File: src/hw/rtl/kesd_pkg.sv
// Shared types and constants of the key escape string decoder.
// No dependencies; imported by kesd_step and key_escape_string_decoder.
`default_nettype none

package kesd_pkg;

  localparam int unsigned KESD_FIFO_DEPTH = 4;

  localparam logic [1:0] MODE_ECHO = 2'd0;
  localparam logic [1:0] MODE_KEY  = 2'd2;
  localparam logic [1:0] MODE_BAD  = 2'd3;

  localparam logic [7:0] CH_BSL    = 8'h5c;
  localparam logic [7:0] CH_CARET  = 8'h5e;
  localparam logic [7:0] CH_DASH   = 8'h2d;
  localparam logic [7:0] CH_QMARK  = 8'h3f;
  localparam logic [7:0] CH_ESC    = 8'h1b;
  localparam logic [7:0] CH_BS     = 8'h08;
  localparam logic [7:0] CH_DEL    = 8'h7f;
  localparam logic [7:0] CTRL_MASK = 8'h9f;
  localparam logic [7:0] META_BIT  = 8'h80;

  localparam logic [1:0] META_NONE  = 2'd0;
  localparam logic [1:0] META_FIRST = 2'd1;
  localparam logic [1:0] META_LATE  = 2'd2;

  typedef enum logic [2:0] {
    PH_IDLE,
    PH_BSL,
    PH_META,
    PH_CTRL,
    PH_OCT,
    PH_HEX
  } kesd_phase_e;

  typedef struct packed {
    kesd_phase_e phase;
    logic [1:0]  digit_count;
    logic [8:0]  number_value;
    logic [1:0]  meta_pending;
    logic        control_pending;
    logic        stop_flag;
  } kesd_state_t;

  localparam kesd_state_t KESD_STATE_RESET = '{PH_IDLE, 2'd0, 9'd0, META_NONE, 1'b0, 1'b0};

  typedef struct packed {
    logic [7:0] out_byte;
    logic       byte_valid;
    logic       run_last;
    logic       string_done;
    logic       stop_seen;
  } kesd_beat_t;

  typedef struct packed {
    logic [1:0] count;
    kesd_beat_t beat0;
    kesd_beat_t beat1;
  } kesd_step_t;

endpackage

`default_nettype wire

File: src/hw/rtl/kesd_step.sv
// One decode step: current string state and one character in, next state and
// up to two output beats out. Purely combinational; depends on kesd_pkg.
`default_nettype none

module kesd_step (
  input  logic [1:0]          mode_i,
  input  kesd_pkg::kesd_state_t state_i,
  input  logic [7:0]          in_char_i,
  input  logic                is_last_i,
  output kesd_pkg::kesd_state_t state_o,
  output kesd_pkg::kesd_step_t  step_o
);
  import kesd_pkg::*;

  typedef struct packed {
    logic [1:0] cnt;
    logic [7:0] b0;
    logic [7:0] b1;
  } ebuf_t;

  function automatic ebuf_t push(ebuf_t eb, logic [7:0] x);
    ebuf_t r;
    r = eb;
    if (eb.cnt == 2'd0) begin
      r.b0  = x;
      r.cnt = 2'd1;
    end else if (eb.cnt == 2'd1) begin
      r.b1  = x;
      r.cnt = 2'd2;
    end
    return r;
  endfunction

  function automatic logic [7:0] mod_byte(logic [7:0] b, logic [1:0] mp, logic cp);
    logic [7:0] t;
    t = b;
    if (mp == META_LATE) t = t | META_BIT;
    if (cp) t = (t == CH_QMARK) ? CH_DEL : (t & CTRL_MASK);
    if (mp == META_FIRST) t = t | META_BIT;
    return t;
  endfunction

  function automatic logic [8:0] letter_code(logic [7:0] c);
    logic [8:0] r;
    case (c)
      "a":     r = {1'b1, 8'h07};
      "b":     r = {1'b1, CH_BS};
      "t":     r = {1'b1, 8'h09};
      "n":     r = {1'b1, 8'h0a};
      "v":     r = {1'b1, 8'h0b};
      "f":     r = {1'b1, 8'h0c};
      "r":     r = {1'b1, 8'h0d};
      "e":     r = {1'b1, CH_ESC};
      default: r = 9'd0;
    endcase
    return r;
  endfunction

  function automatic logic [4:0] hex_digit(logic [7:0] c);
    logic [4:0] r;
    r = 5'd0;
    if (c inside {["0":"9"]}) r = {1'b1, c[3:0]};
    else if (c inside {["a":"f"], ["A":"F"]}) r = {1'b1, c[3:0] + 4'd9};
    return r;
  endfunction

  logic [1:0]  mode;
  logic [7:0]  c;
  logic        last;
  kesd_phase_e ph;
  logic [1:0]  dc;
  logic [8:0]  nv;
  logic [1:0]  mp;
  logic        cp;
  logic        sf;
  ebuf_t       eb;
  logic        do_plain;
  logic [8:0]  letter;
  logic        is_hex;
  logic [1:0]  maxd;
  logic [4:0]  dig;
  logic        empty;

  always_comb begin
    mode     = (mode_i == MODE_BAD) ? MODE_KEY : mode_i;
    c        = in_char_i;
    last     = is_last_i;
    ph       = state_i.phase;
    dc       = state_i.digit_count;
    nv       = state_i.number_value;
    mp       = state_i.meta_pending;
    cp       = state_i.control_pending;
    sf       = state_i.stop_flag;
    eb       = '0;
    do_plain = 1'b0;
    letter   = letter_code(c);
    is_hex   = (state_i.phase == PH_HEX);
    maxd     = is_hex ? 2'd2 : 2'd3;
    dig      = is_hex ? hex_digit(c) : {(c inside {["0":"7"]}), 1'b0, c[2:0]};

    case (state_i.phase)
      PH_BSL: begin
        ph = PH_IDLE;
        if (letter[8]) begin
          eb = push(eb, mod_byte(letter[7:0], mp, cp));
          mp = META_NONE;
          cp = 1'b0;
        end else if (mode == MODE_ECHO &&
                     (c inside {"E", "M", "C", ["1":"7"]})) begin
          eb       = push(eb, CH_BSL);
          do_plain = 1'b1;
        end else if (c == "E") begin
          eb = push(eb, mod_byte(CH_ESC, mp, cp));
          mp = META_NONE;
          cp = 1'b0;
        end else if (c == "M") begin
          mp = cp ? META_LATE : META_FIRST;
          ph = PH_META;
        end else if (c == "C") begin
          cp = 1'b1;
          ph = PH_CTRL;
        end else if (c == "c" && mode != MODE_KEY) begin
          sf = 1'b1;
        end else if (c inside {["0":"7"], "x"}) begin
          if (c == "x") begin
            ph = PH_HEX;
            nv = 9'd0;
            dc = 2'd0;
          end else if (mode == MODE_ECHO) begin
            ph = PH_OCT;
            nv = 9'd0;
            dc = 2'd0;
          end else begin
            ph = PH_OCT;
            nv = {6'd0, c[2:0]};
            dc = 2'd1;
          end
          if (last) begin
            eb = push(eb, mod_byte(nv[7:0], mp, cp));
            mp = META_NONE;
            cp = 1'b0;
            ph = PH_IDLE;
            dc = 2'd0;
            nv = 9'd0;
          end
        end else begin
          if (mode == MODE_ECHO && c != CH_BSL) eb = push(eb, CH_BSL);
          eb = push(eb, mod_byte(c, mp, cp));
          mp = META_NONE;
          cp = 1'b0;
        end
      end
      PH_META, PH_CTRL: begin
        if (c == CH_DASH) ph = PH_IDLE;
        else do_plain = 1'b1;
      end
      PH_OCT, PH_HEX: begin
        if (dig[4] && dc < maxd) begin
          nv = is_hex ? {nv[4:0], dig[3:0]} : {nv[5:0], dig[2:0]};
          dc = dc + 2'd1;
          if (dc >= maxd || last) begin
            eb = push(eb, mod_byte(nv[7:0], mp, cp));
            mp = META_NONE;
            cp = 1'b0;
            ph = PH_IDLE;
            dc = 2'd0;
            nv = 9'd0;
          end
        end else begin
          eb = push(eb, mod_byte(nv[7:0], mp, cp));
          mp = META_NONE;
          cp = 1'b0;
          ph = PH_IDLE;
          dc = 2'd0;
          nv = 9'd0;
          do_plain = 1'b1;
        end
      end
      default: begin
        do_plain = 1'b1;
      end
    endcase

    if (do_plain) begin
      ph = PH_IDLE;
      if (c == CH_BSL) begin
        if (last) begin
          eb = push(eb, mod_byte(c, mp, cp));
          mp = META_NONE;
          cp = 1'b0;
        end else begin
          ph = PH_BSL;
        end
      end else if (c == CH_CARET && mode == MODE_KEY) begin
        cp = 1'b1;
      end else begin
        eb = push(eb, mod_byte(c, mp, cp));
        mp = META_NONE;
        cp = 1'b0;
      end
    end

    empty = last && (eb.cnt == 2'd0);

    step_o.count             = empty ? 2'd1 : eb.cnt;
    step_o.beat0.out_byte    = empty ? 8'd0 : eb.b0;
    step_o.beat0.byte_valid  = !empty;
    step_o.beat0.run_last    = (eb.cnt != 2'd2);
    step_o.beat0.string_done = last && (eb.cnt != 2'd2);
    step_o.beat0.stop_seen   = sf;
    step_o.beat1.out_byte    = eb.b1;
    step_o.beat1.byte_valid  = 1'b1;
    step_o.beat1.run_last    = 1'b1;
    step_o.beat1.string_done = last;
    step_o.beat1.stop_seen   = sf;

    if (last) begin
      state_o = KESD_STATE_RESET;
    end else begin
      state_o = '{ph, dc, nv, mp, cp, sf};
    end
  end

endmodule

`default_nettype wire

File: src/hw/rtl/key_escape_string_decoder.sv
// Top level of the key escape string decoder: string state, mode register and
// output beat queue. Depends on kesd_pkg and kesd_step.
//
// Takes one character per cycle and decodes it in the same cycle against the
// registered string state; the decoded bytes (zero, one or two per character)
// go into a queue of FifoDepth beats that drives the output port, one beat per
// cycle while out_stall_i is low. The input stalls while fewer than two
// queue slots are free, so a character that decodes to two bytes fills two
// output beats; rate: one character per cycle up to one output beat per cycle.
// source_mode is written through the cfg port, which is always ready; write it
// only while no string is in progress. Reset value of source_mode is 2.
`default_nettype none

module key_escape_string_decoder #(
  parameter int unsigned FifoDepth = kesd_pkg::KESD_FIFO_DEPTH
) (
  input  logic       clk_i,
  input  logic       rst_ni,
  input  logic       cfg_valid_i,
  output logic       cfg_ready_o,
  input  logic [1:0] cfg_data_i,
  input  logic       in_valid_i,
  output logic       in_stall_o,
  input  logic [7:0] in_char_i,
  input  logic       is_last_i,
  output logic       out_valid_o,
  input  logic       out_stall_i,
  output logic [7:0] out_byte_o,
  output logic       byte_valid_o,
  output logic       run_last_o,
  output logic       string_done_o,
  output logic       stop_seen_o
);
  import kesd_pkg::*;

  localparam int unsigned AW = (FifoDepth > 1) ? $clog2(FifoDepth) : 1;
  localparam int unsigned CW = $clog2(FifoDepth + 1);

  logic [1:0]  mode_q;
  kesd_state_t state_q;
  kesd_state_t state_d;
  kesd_step_t  step;

  kesd_beat_t  mem_q [FifoDepth];
  logic [AW-1:0] wr_q;
  logic [AW-1:0] wr_d;
  logic [AW-1:0] wr_nx1;
  logic [AW-1:0] wr_nx2;
  logic [AW-1:0] rd_q;
  logic [AW-1:0] rd_d;
  logic [CW-1:0] cnt_q;
  logic [CW-1:0] cnt_d;
  logic [1:0]    push_n;
  logic          in_acc;
  logic          out_acc;

  kesd_step u_step (
    .mode_i    (mode_q),
    .state_i   (state_q),
    .in_char_i (in_char_i),
    .is_last_i (is_last_i),
    .state_o   (state_d),
    .step_o    (step)
  );

  assign cfg_ready_o = 1'b1;
  assign in_stall_o  = (cnt_q > CW'(FifoDepth - 2));
  assign in_acc      = in_valid_i && !in_stall_o;
  assign out_valid_o = (cnt_q != '0);
  assign out_acc     = out_valid_o && !out_stall_i;

  assign push_n = in_acc ? step.count : 2'd0;
  assign wr_nx1 = (wr_q == AW'(FifoDepth - 1)) ? '0 : wr_q + 1'b1;
  assign wr_nx2 = (wr_nx1 == AW'(FifoDepth - 1)) ? '0 : wr_nx1 + 1'b1;

  always_comb begin
    case (push_n)
      2'd1:    wr_d = wr_nx1;
      2'd2:    wr_d = wr_nx2;
      default: wr_d = wr_q;
    endcase
    rd_d = rd_q;
    if (out_acc) rd_d = (rd_q == AW'(FifoDepth - 1)) ? '0 : rd_q + 1'b1;
    cnt_d = cnt_q + CW'(push_n) - CW'(out_acc);
  end

  always_ff @(posedge clk_i or negedge rst_ni) begin
    if (!rst_ni) begin
      mode_q  <= MODE_KEY;
      state_q <= KESD_STATE_RESET;
      wr_q    <= '0;
      rd_q    <= '0;
      cnt_q   <= '0;
    end else begin
      if (cfg_valid_i && cfg_ready_o) mode_q <= cfg_data_i;
      if (in_acc) state_q <= state_d;
      wr_q  <= wr_d;
      rd_q  <= rd_d;
      cnt_q <= cnt_d;
    end
  end

  always_ff @(posedge clk_i) begin
    if (push_n != 2'd0) mem_q[wr_q] <= step.beat0;
    if (push_n == 2'd2) mem_q[wr_nx1] <= step.beat1;
  end

  assign out_byte_o    = mem_q[rd_q].out_byte;
  assign byte_valid_o  = mem_q[rd_q].byte_valid;
  assign run_last_o    = mem_q[rd_q].run_last;
  assign string_done_o = mem_q[rd_q].string_done;
  assign stop_seen_o   = mem_q[rd_q].stop_seen;

`ifndef ASSERT_OFF
  a_cnt_bound: assert property (@(posedge clk_i) disable iff (!rst_ni)
    cnt_q <= CW'(FifoDepth))
    else $error("beat queue overflow");

  a_last_clears: assert property (@(posedge clk_i) disable iff (!rst_ni)
    in_acc && is_last_i |=> state_q.phase == PH_IDLE && !state_q.stop_flag &&
                            state_q.meta_pending == META_NONE &&
                            !state_q.control_pending)
    else $error("string state not cleared after last character");

  a_last_emits: assert property (@(posedge clk_i) disable iff (!rst_ni)
    in_acc && is_last_i |=> out_valid_o)
    else $error("last character produced no beat");

  a_done_is_run_last: assert property (@(posedge clk_i) disable iff (!rst_ni)
    out_valid_o && string_done_o |-> run_last_o)
    else $error("string_done beat without run_last");
`endif

endmodule

`default_nettype wire
File: config.mk
export PLATFORM = sky130hd
export DESIGN_NAME = key_escape_string_decoder
export DESIGN_NICKNAME = d
export VERILOG_FILES = /design/src/hw/rtl/kesd_pkg.sv /design/src/hw/rtl/kesd_step.sv /design/src/hw/rtl/key_escape_string_decoder.sv
export SDC_FILE = /design/constraint.sdc
export NUM_CORES = 1
export LEC_CHECK = 0
export BUFFER_PORTS_ARGS = -buffer_cell sky130_fd_sc_hd__buf_4
export CAP_MARGIN = 0
export CORE_MARGIN = 2
export CORE_UTILIZATION = 40
export DETAILED_ROUTE_END_ITERATION = 16
export PLACE_DENSITY_LB_ADDON = 0.15
export SLEW_MARGIN = 5
export SYNTH_ARGS = -nofsm -noshare
export SYNTH_HDL_FRONTEND = slang
export SYNTH_SLANG_ARGS = --single-unit
File: constraint.sdc
create_clock -name clk_i -period 5.55 [get_ports clk_i]
set_clock_uncertainty 0.15 [all_clocks]
set_input_delay 0.555 -clock clk_i [delete_from_list [all_inputs] [get_ports clk_i]]
set_output_delay 0.555 -clock clk_i [all_outputs]
set_load 0.02 [all_outputs]
* Word level (Yosys, flattened, before mapping)
Memories as Yosys holds them, arrays and structs flattened. Cells that the tools add are included.
Word-level totals: bits in registers 26, bits in writable memories 48, logic and storage cells 317, memories kept 1
Cells by class: add/subtract/negate cells 7, magnitude comparators 11, equality and inequality tests 54, multiplexer cells 200, reductions and logical operators 34
Memories:
- mem_q | depth 4, bits a word 12, rd ports 1, clocked after Yosys merged registers in 0, write ports 2, RTL line key_escape_string_decoder.sv:44 | kesd_beat_t mem_q [FifoDepth];
Operators by type and width (count):
- $mux 8 | 75
- $mux 18 | 20
- $eq 8x7->1 const B | 15
- $mux 9 | 11
- $eq 8x6->1 const B | 9
- $pmux 9 s8 | 1
- $mux 17 | 4
- $mux 2 | 34
- $mux 3 | 12
- $pmux 18 s2 | 1
- $mux 1 | 32
- $ne 3x3->1 const B | 6
- $pmux 9 s2 | 1
- $eq 2x2->1 const B | 8
- $ge 8x6->1 const B | 2
- $ge 8x7->1 const B | 2
- $le 8x6->1 const B | 2
- $le 8x7->1 const B | 2
- $mux 5 | 3
- $logic_and 1x1->1 | 14
- $pmux 2 s2 | 3
- $eq 2x1->1 const B | 5
- $pmux 3 s3 | 1
- $reduce_and 9->1 | 1
- other kinds (26) | 42

* Logic depth before layout (Yosys ltp)
Gate-level depths: netlist of run 1.
word-level depth 41, gate-level depth with buffers 19, gate-level depth less buffers 16

* By module
From an unflattened synthesis of run 1, not the netlist that was laid out.
Unflattened totals: cells, all modules 590, area, all modules 6032.0 µm²
By module, submodules not included:
- key_escape_string_decoder | instances 1, cells an instance 219, area each 3673.5 µm², sequential area each 2118.3 µm²
- kesd_step | instances 1, cells an instance 371, area each 2358.5 µm², sequential area each 0.0 µm²

* Worst setup path after synthesis of run 1
No wires, ideal clock.
path kind input port to flip-flop, start point input port in_char_i[1], end point memory mem_q[1][0] (netlist name) (enable), library setup time 319 ps, arrival time 4665 ps, data required time 5081 ps, slack 416 ps, cell stages on the path 18, path buffers 5, cell sequence clkbuf_1 -> inv_1 -> ha_1 -> clkbuf_1 -> or3b_1 -> and3_1 -> o31ai_2 -> nand3_1 -> or3_1 -> buf_2 -> ha_1 -> a31o_2 -> a21o_1 -> ha_1 -> clkbuf_1 -> nand2_1 -> clkbuf_1 -> nand2_1
RTL lines:
- from (decl) | RTL line key_escape_string_decoder.sv:24 | input logic [7:0] in_char_i,
- to (decl) | RTL line key_escape_string_decoder.sv:44

==> impl_metrics.yaml, run 1 <==
cts:
  cts_buffers: 9
  cts_resized: 0
  post_cts_buffers: 0
  clk_latency_ns: 0.35
  clockRootBuffer: "clkbuf_16"
  cts_sinks: 74
  htreeDepth: 3
  holdBufCountCts: 1
  clk_pin_slew_ns: 0.07
  clock_path_buffers: 2
  cts_tree: "yes"
synthesis:
  async_reset_ff_share_pct: 35.14
  seq_area_frac_synth_pct: 36.17
  post_synth.cell_area_avg_sq_um: 8.962
  synth_fp_nets: 659
  yosysMostFrequentCell: "nand2_1"
  synth_top_cell_area_share_pct: 21.58
  ys_top_cells_by_count: "84 x nand2_1, 40 x edfxtp_1, 38 x o21ai_0"
  ys_seq_elements: 74
  netlist_top_cells_area: "edfxtp_1 22%, dfrtp_1 11%, nand2_1 5.7%, mux4_2 4.9%, ha_1 4.7%"
  ys.flop_type: "edfxtp_1"
  synthesis.area_sq_um: 5565
  syn_inst: 621
  synth_enable_flop_cells: 40
  yosys.area.top_type: "edfxtp_1"
  ys_types: 77
  ys.warnings.count: 0
cells_and_area:
  diodes: 0
  synthToLayoutAreaGrowth_pct: 12.07
  fillers: 1344
  fin_nets: 678
  design_area_sq_um: 6237
  drive_above_1_share_pct: 13.80
critical_path:
  startpoint: "in_char_i[0]"
  critical_path_class: "input port to flip-flop"
  arrival_ns: 4.86
  crit_required_ns: 5.54
  endpoint: "mem_q[0][10]"
  worst_r2r_endpoint: "mem_q[0][10]"
  r2r_start: "state_q[16]"
  r2r_cells: 16
  reg2reg_slack_ns: 1.05
  worstPathMaxFanout: 11
  critPathCaptureType: "flip-flop"
  cp-start-kind: "input port"
grt:
  antenna_found_initial: 0
  grt_overflow_total: 0
  grt_pass1_vias: 5032
  grt_usage_pct: 25.07
  grt_pass1_wl_mm: 28.24
  grt_max_degree: 28
die:
  core_sq_um: 13720
  die_h_microns: 122.0
  io_pins: 31
  start_util_pct: 40.57
  rows: 43
  design.die.area_sq_um: 14870
  die_w_microns: 122.0
sta:
  worst-slew-pin-transition_ns: 0.9390
  max_freq_mhz: 205.0
  rsz0062_at_grt: "false"
  hold_viol: 0
  final.setup.tns_ns: 0
  period_minus_slack_ns: 4.878
  slew_headroom_pct: 36.98
  maxSlewViolCount: 0
  setup_violations: 0
  post-route-period-util_pct: 87.88
route:
  wirelength_mm: 17.78
  via_count: 5299
  drt_pass1_iterations: 6
  drt_iter0_drc: 717
  wl_per_cell_microns: 21.55
  vias_per_cell: 6.423
  drc: 0
  drtAntennaViolNets: 0
power_and_ir_drop:
  p_per_area_nw_per_um2: 344.7
  leakagePower_nw: 2.364
  ir_drop_mv: 0.1583
min_path:
  hold_depth: 2
  hp-class: "input port to flip-flop"
  hp-start: "cfg_data_i[1]"
run:
  maxCapViolations: 0
placement:
  numPortBuffers: 29
  routabilityCongestion: 1.011
  dp_hpwl_mm: 13.65
  postPlaceCellArea_sq_um: 5966
outcome:
  status: "completed"
registers in the layout, summed over array words and instances, names as in the netlist:
signal,cells
rd_q,2
mode_q,2
mem_q,48
state_q,17
wr_q,2
cnt_q,3
layout make-up:
| cell class | count | area (sq um) | area share [%] |
|---|---|---|---|
| sequential | 74 | 2013 | 32.28 |
| clock inverter | 7 | 36.28 | 0.5817 |
| inverter | 22 | 82.58 | 1.324 |
| clock buffer | 9 | 225.2 | 3.611 |
| timing repair buffer | 45 | 340.3 | 5.456 |
| tap | 180 | 225.2 | 3.611 |
| multi-input combinational | 488 | 3314 | 53.14 |
layer usage:
metal | GRT usage, % | vias up | wire length, microns
li1 | - | 2428 | -
met1 | 32.49 | 2550 | 7288
met2 | 41.20 | 274 | 8596
met3 | 5.103 | 47 | 1287
met4 | 9.770 | 0 | 602
met5 | 0 | - | 0
report_power, final:
group / switching (mW) / internal, mW / leakage, nW / total [mW]
Sequential: 0.127 / 0.704 / 0.763 / 0.831
Clock: 0.234 / 0.296 / 0.124 / 0.530
Combinational: 0.425 / 0.364 / 1.48 / 0.789
cells by family (layout without fill, tap and decap cells):
| logic type | Yosys count | count (layout) | synth area share [%] |
|---|---|---|---|
| other | 1 | 1 | 0.06738 |
| AO/OA/AOI/OAI | 187 | 187 | 23.49 |
| buffers and inverters | 59 | 83 | 4.271 |
| AND/OR/NAND/NOR | 247 | 247 | 22.66 |
| XOR/XNOR | 6 | 6 | 0.9444 |
| flip-flops | 74 | 74 | 36.17 |
| multiplexers | 25 | 25 | 7.307 |
| adder cells (fa/ha/maj) | 22 | 22 | 5.081 |
metrics by stage:
step	utilization, %	hold slack (ns)	instances	power, mW	setup slack [ns]
after floorplan	-	0.1094	621	1.359	0.4156
after global routing	45.46	0.2799	825	2.283	0.3444
after CTS	45.46	0.2776	825	2.171	0.7476
after global placement	43.48	0.3115	808	1.628	0.5418
after detailed placement	43.48	0.3124	808	1.641	0.3799
final	45.46	0.2847	825	2.150	0.6725
critical path, cell delays in order:
cell     delay (ns)
buf_4          0.15
inv_1          0.11
ha_1           0.37
or3b_1         0.43
and3_1         0.23
o31ai_2        0.25
nand3_1        0.16
or3_1          0.51
ha_1           0.35
a31o_2         0.22
a21o_1         0.20
ha_1           0.33
nand2_1        0.31
buf_4          0.22
nand2_1        0.13
o32ai_1        0.33
cell usage in the layout, fill, tap and decap left out, types with 14 or more instances in the layout:
master	netlist	routed
nand2_1	84	84
buf_4	2	44
edfxtp_1	40	40
o21ai_0	38	38
a21oi_1	33	33
nand3_1	32	32
nor2_1	30	30
dfrtp_1	25	25
inv_1	22	22
ha_1	21	21
nand2b_1	16	16
o22ai_1	14	14
worst min path at each step:
stage / end / slack (ns)
6_report: mode_q[1] / 0.28
2_1_floorplan: cnt_q[0] / 0.11
3_5_place_dp: mem_q[3][3] / 0.31
4_1_cts: mode_q[1] / 0.28
3_3_place_gp: mem_q[3][3] / 0.31
5_1_grt: mode_q[1] / 0.28
Note: power is estimated with default switching activity, not from simulation.
==> run 2: changes to the inputs <==
--- a/config.mk
+++ b/config.mk
@@ -11,6 +11,7 @@
 export CORE_UTILIZATION = 40
 export DETAILED_ROUTE_END_ITERATION = 16
 export PLACE_DENSITY_LB_ADDON = 0.15
+export REMOVE_ABC_BUFFERS = 1
 export SLEW_MARGIN = 5
 export SYNTH_ARGS = -nofsm -noshare
 export SYNTH_HDL_FRONTEND = slang
==> impl_metrics.yaml, run 2 (synthesis results as in run 1) <==
outcome:
  status: "completed"
sta:
  maxSlewViolCount: 0
  hold_viol: 0
  worst-slew-pin-transition_ns: 0.8794
  slew_headroom_pct: 40.92
  max_freq_mhz: 203.6
  period_minus_slack_ns: 4.912
  setup_violations: 0
  final.setup.tns_ns: 0
  post-route-period-util_pct: 88.50
  rsz0062_at_grt: "false"
cells_and_area:
  regMostFlops: "mem_q"
  synthToLayoutAreaGrowth_pct: 12.45
  layout_commonest_cell: "nand2_1"
  fin_util_pct: 45.62
  diodes: 0
  fin_nets: 681
  regArea_sq_um: 2013
  drive_above_1_share_pct: 14.37
  most-common-layout-cells: "84 x nand2_1, 47 x buf_4, 40 x edfxtp_1"
  multi_input_area_sq_um: 3314
  largest_register_ffs: 48
  top_regs: "mem_q: 48 flops, state_q: 17 flops, cnt_q: 3 flops"
  fillers: 1307
die:
  design.die.area_sq_um: 14870
  io_pins: 31
  die_w_microns: 122.0
  rows: 43
  die_h_microns: 122.0
  start_util_pct: 40.57
  core_sq_um: 13720
power_and_ir_drop:
  ir_drop_mv: 0.1716
  leakagePower_nw: 2.382
  power_mw: 2.136
  p_per_area_nw_per_um2: 341.3
grt:
  grt.met1_usage_pct: 31.53
  grt_usage_pct: 24.71
  use_met3_pct: 4.401
  grt.met2_usage_pct: 40.99
  top_usage_layer: "met2"
  grt_pass1_vias: 5066
  grt_pass1_wl_mm: 28.10
  grt_max_degree: 28
  antenna_found_initial: 0
  grt_overflow_total: 0
cts:
  clockRootBuffer: "clkbuf_16"
  clk_latency_ns: 0.33
  holdBufCountCts: 1
  post_cts_buffers: 0
  clk_pin_slew_ns: 0.06
  cts_sinks: 74
  cts_tree: "yes"
  htreeDepth: 3
  cts_resized: 0
  cts_buffers: 9
  clock_path_buffers: 2
critical_path:
  critical_path_class: "input port to flip-flop"
  worstPathMaxFanout: 11
  startpoint: "in_char_i[0]"
  critPathCaptureType: "flip-flop"
  arrival_ns: 4.73
  r2r_start: "state_q[15]"
  slowest_delay_ns: 0.50
  crit_slowest_cell: "a221oi_1"
  crit_required_ns: 5.36
  crit_path_cell_trace: "buf_4 -> inv_1 -> ha_1 -> or3b_1 -> and3_1 -> o31a_1 -> a221o_1 -> a221oi_1 -> a31o_2 -> a21o_1 -> ha_1 -> nand2_1 -> nand2_1"
  crit_buf_inv: 2
  cp-start-kind: "input port"
  critPathTopFamily: "compound AO/OA/AOI/OAI gates"
route:
  via_count: 5360
  drtAntennaViolNets: 0
  drt_pass1_iterations: 5
  wirelength_mm: 17.80
  wl_per_cell_microns: 21.53
  drc: 0
  drt_iter0_drc: 552
  vias_per_cell: 6.481
placement:
  numPortBuffers: 29
  dp_hpwl_mm: 13.41
  routabilityCongestion: 0.9792
min_path:
  hp-start: "cfg_data_i[0]"
  hp-class: "input port to flip-flop"
run:
  maxCapViolations: 0
## run 2: changes by cell type in the layout (fill, tap and decap cells not counted)
| cell | previous run | this run |
|---|---|---|
| clkinv_2 | 2 | 3 |
| clkinvlp_4 | 2 | 1 |
| clkinv_1 | 3 | 0 |
| buf_4 | 44 | 47 |
| inv_6 | 0 | 1 |
| clkbuf_1 | 0 | 1 |
## run 2: final timing paths
path	endpoint	slack, ns	cells after the start
worst max-delay path	mem_q[1][9]	0.64	13
worst max register to register	mem_q[1][9]	0.79	10
max in group asynchronous	mode_q[1]	4.40	2
min in group asynchronous	wr_q[0]	0.53	2
worst min-delay path	mode_q[0]	0.31	2
worst min register to register	mem_q[3][3]	0.32	2
## run 2: per-stage QoR
| step | hold slack [ns] | worst slack (ns) | instance area [sq um] | std cells |
|---|---|---|---|---|
| after floorplan | 0.1094 | 0.8910 | 5410 | 584 |
| after global placement | 0.3013 | 0.5630 | 5988 | 811 |
| after detailed placement | 0.3036 | 0.3793 | 5988 | 811 |
| after CTS | 0.2962 | 0.7313 | 6259 | 827 |
| after global routing | 0.3040 | 0.3787 | 6259 | 827 |
| final | 0.3069 | 0.6383 | 6259 | 827 |
## run 2: power breakdown
part | internal, mW | switching, mW
Combinational | 0.368 | 0.425
Clock | 0.299 | 0.216
Sequential | 0.703 | 0.125
Total | 1.37 | 0.766
## run 2: worst register-to-register path, cell delays in order, from the launching register on
cell	delay, ns
dfrtp_1	0.51
nand3b_1	0.55
a2bb2oi_1	0.51
o211ai_1	0.22
a221o_1	0.48
a221oi_1	0.50
a31o_2	0.21
a21o_1	0.17
ha_1	0.37
nand2_1	0.27
nand2_1	0.46
## run 2: area by class of cell
type | count | area share (%)
Timing Repair Buffer | 48 | 5.798
Inverter | 22 | 1.319
Multi-Input combinational cell | 488 | 52.96
Clock buffer | 10 | 3.659
Sequential cell | 74 | 32.17
Clock inverter | 5 | 0.4998
Tap cell | 180 | 3.599
## run 2: metal layers
| metal | vias up | wire length [microns] |
|---|---|---|
| li1 | 2420 | - |
| met1 | 2594 | 7286 |
| met2 | 292 | 8616 |
| met3 | 54 | 1265 |
| met4 | 0 | 635 |
| met5 | - | 0 |
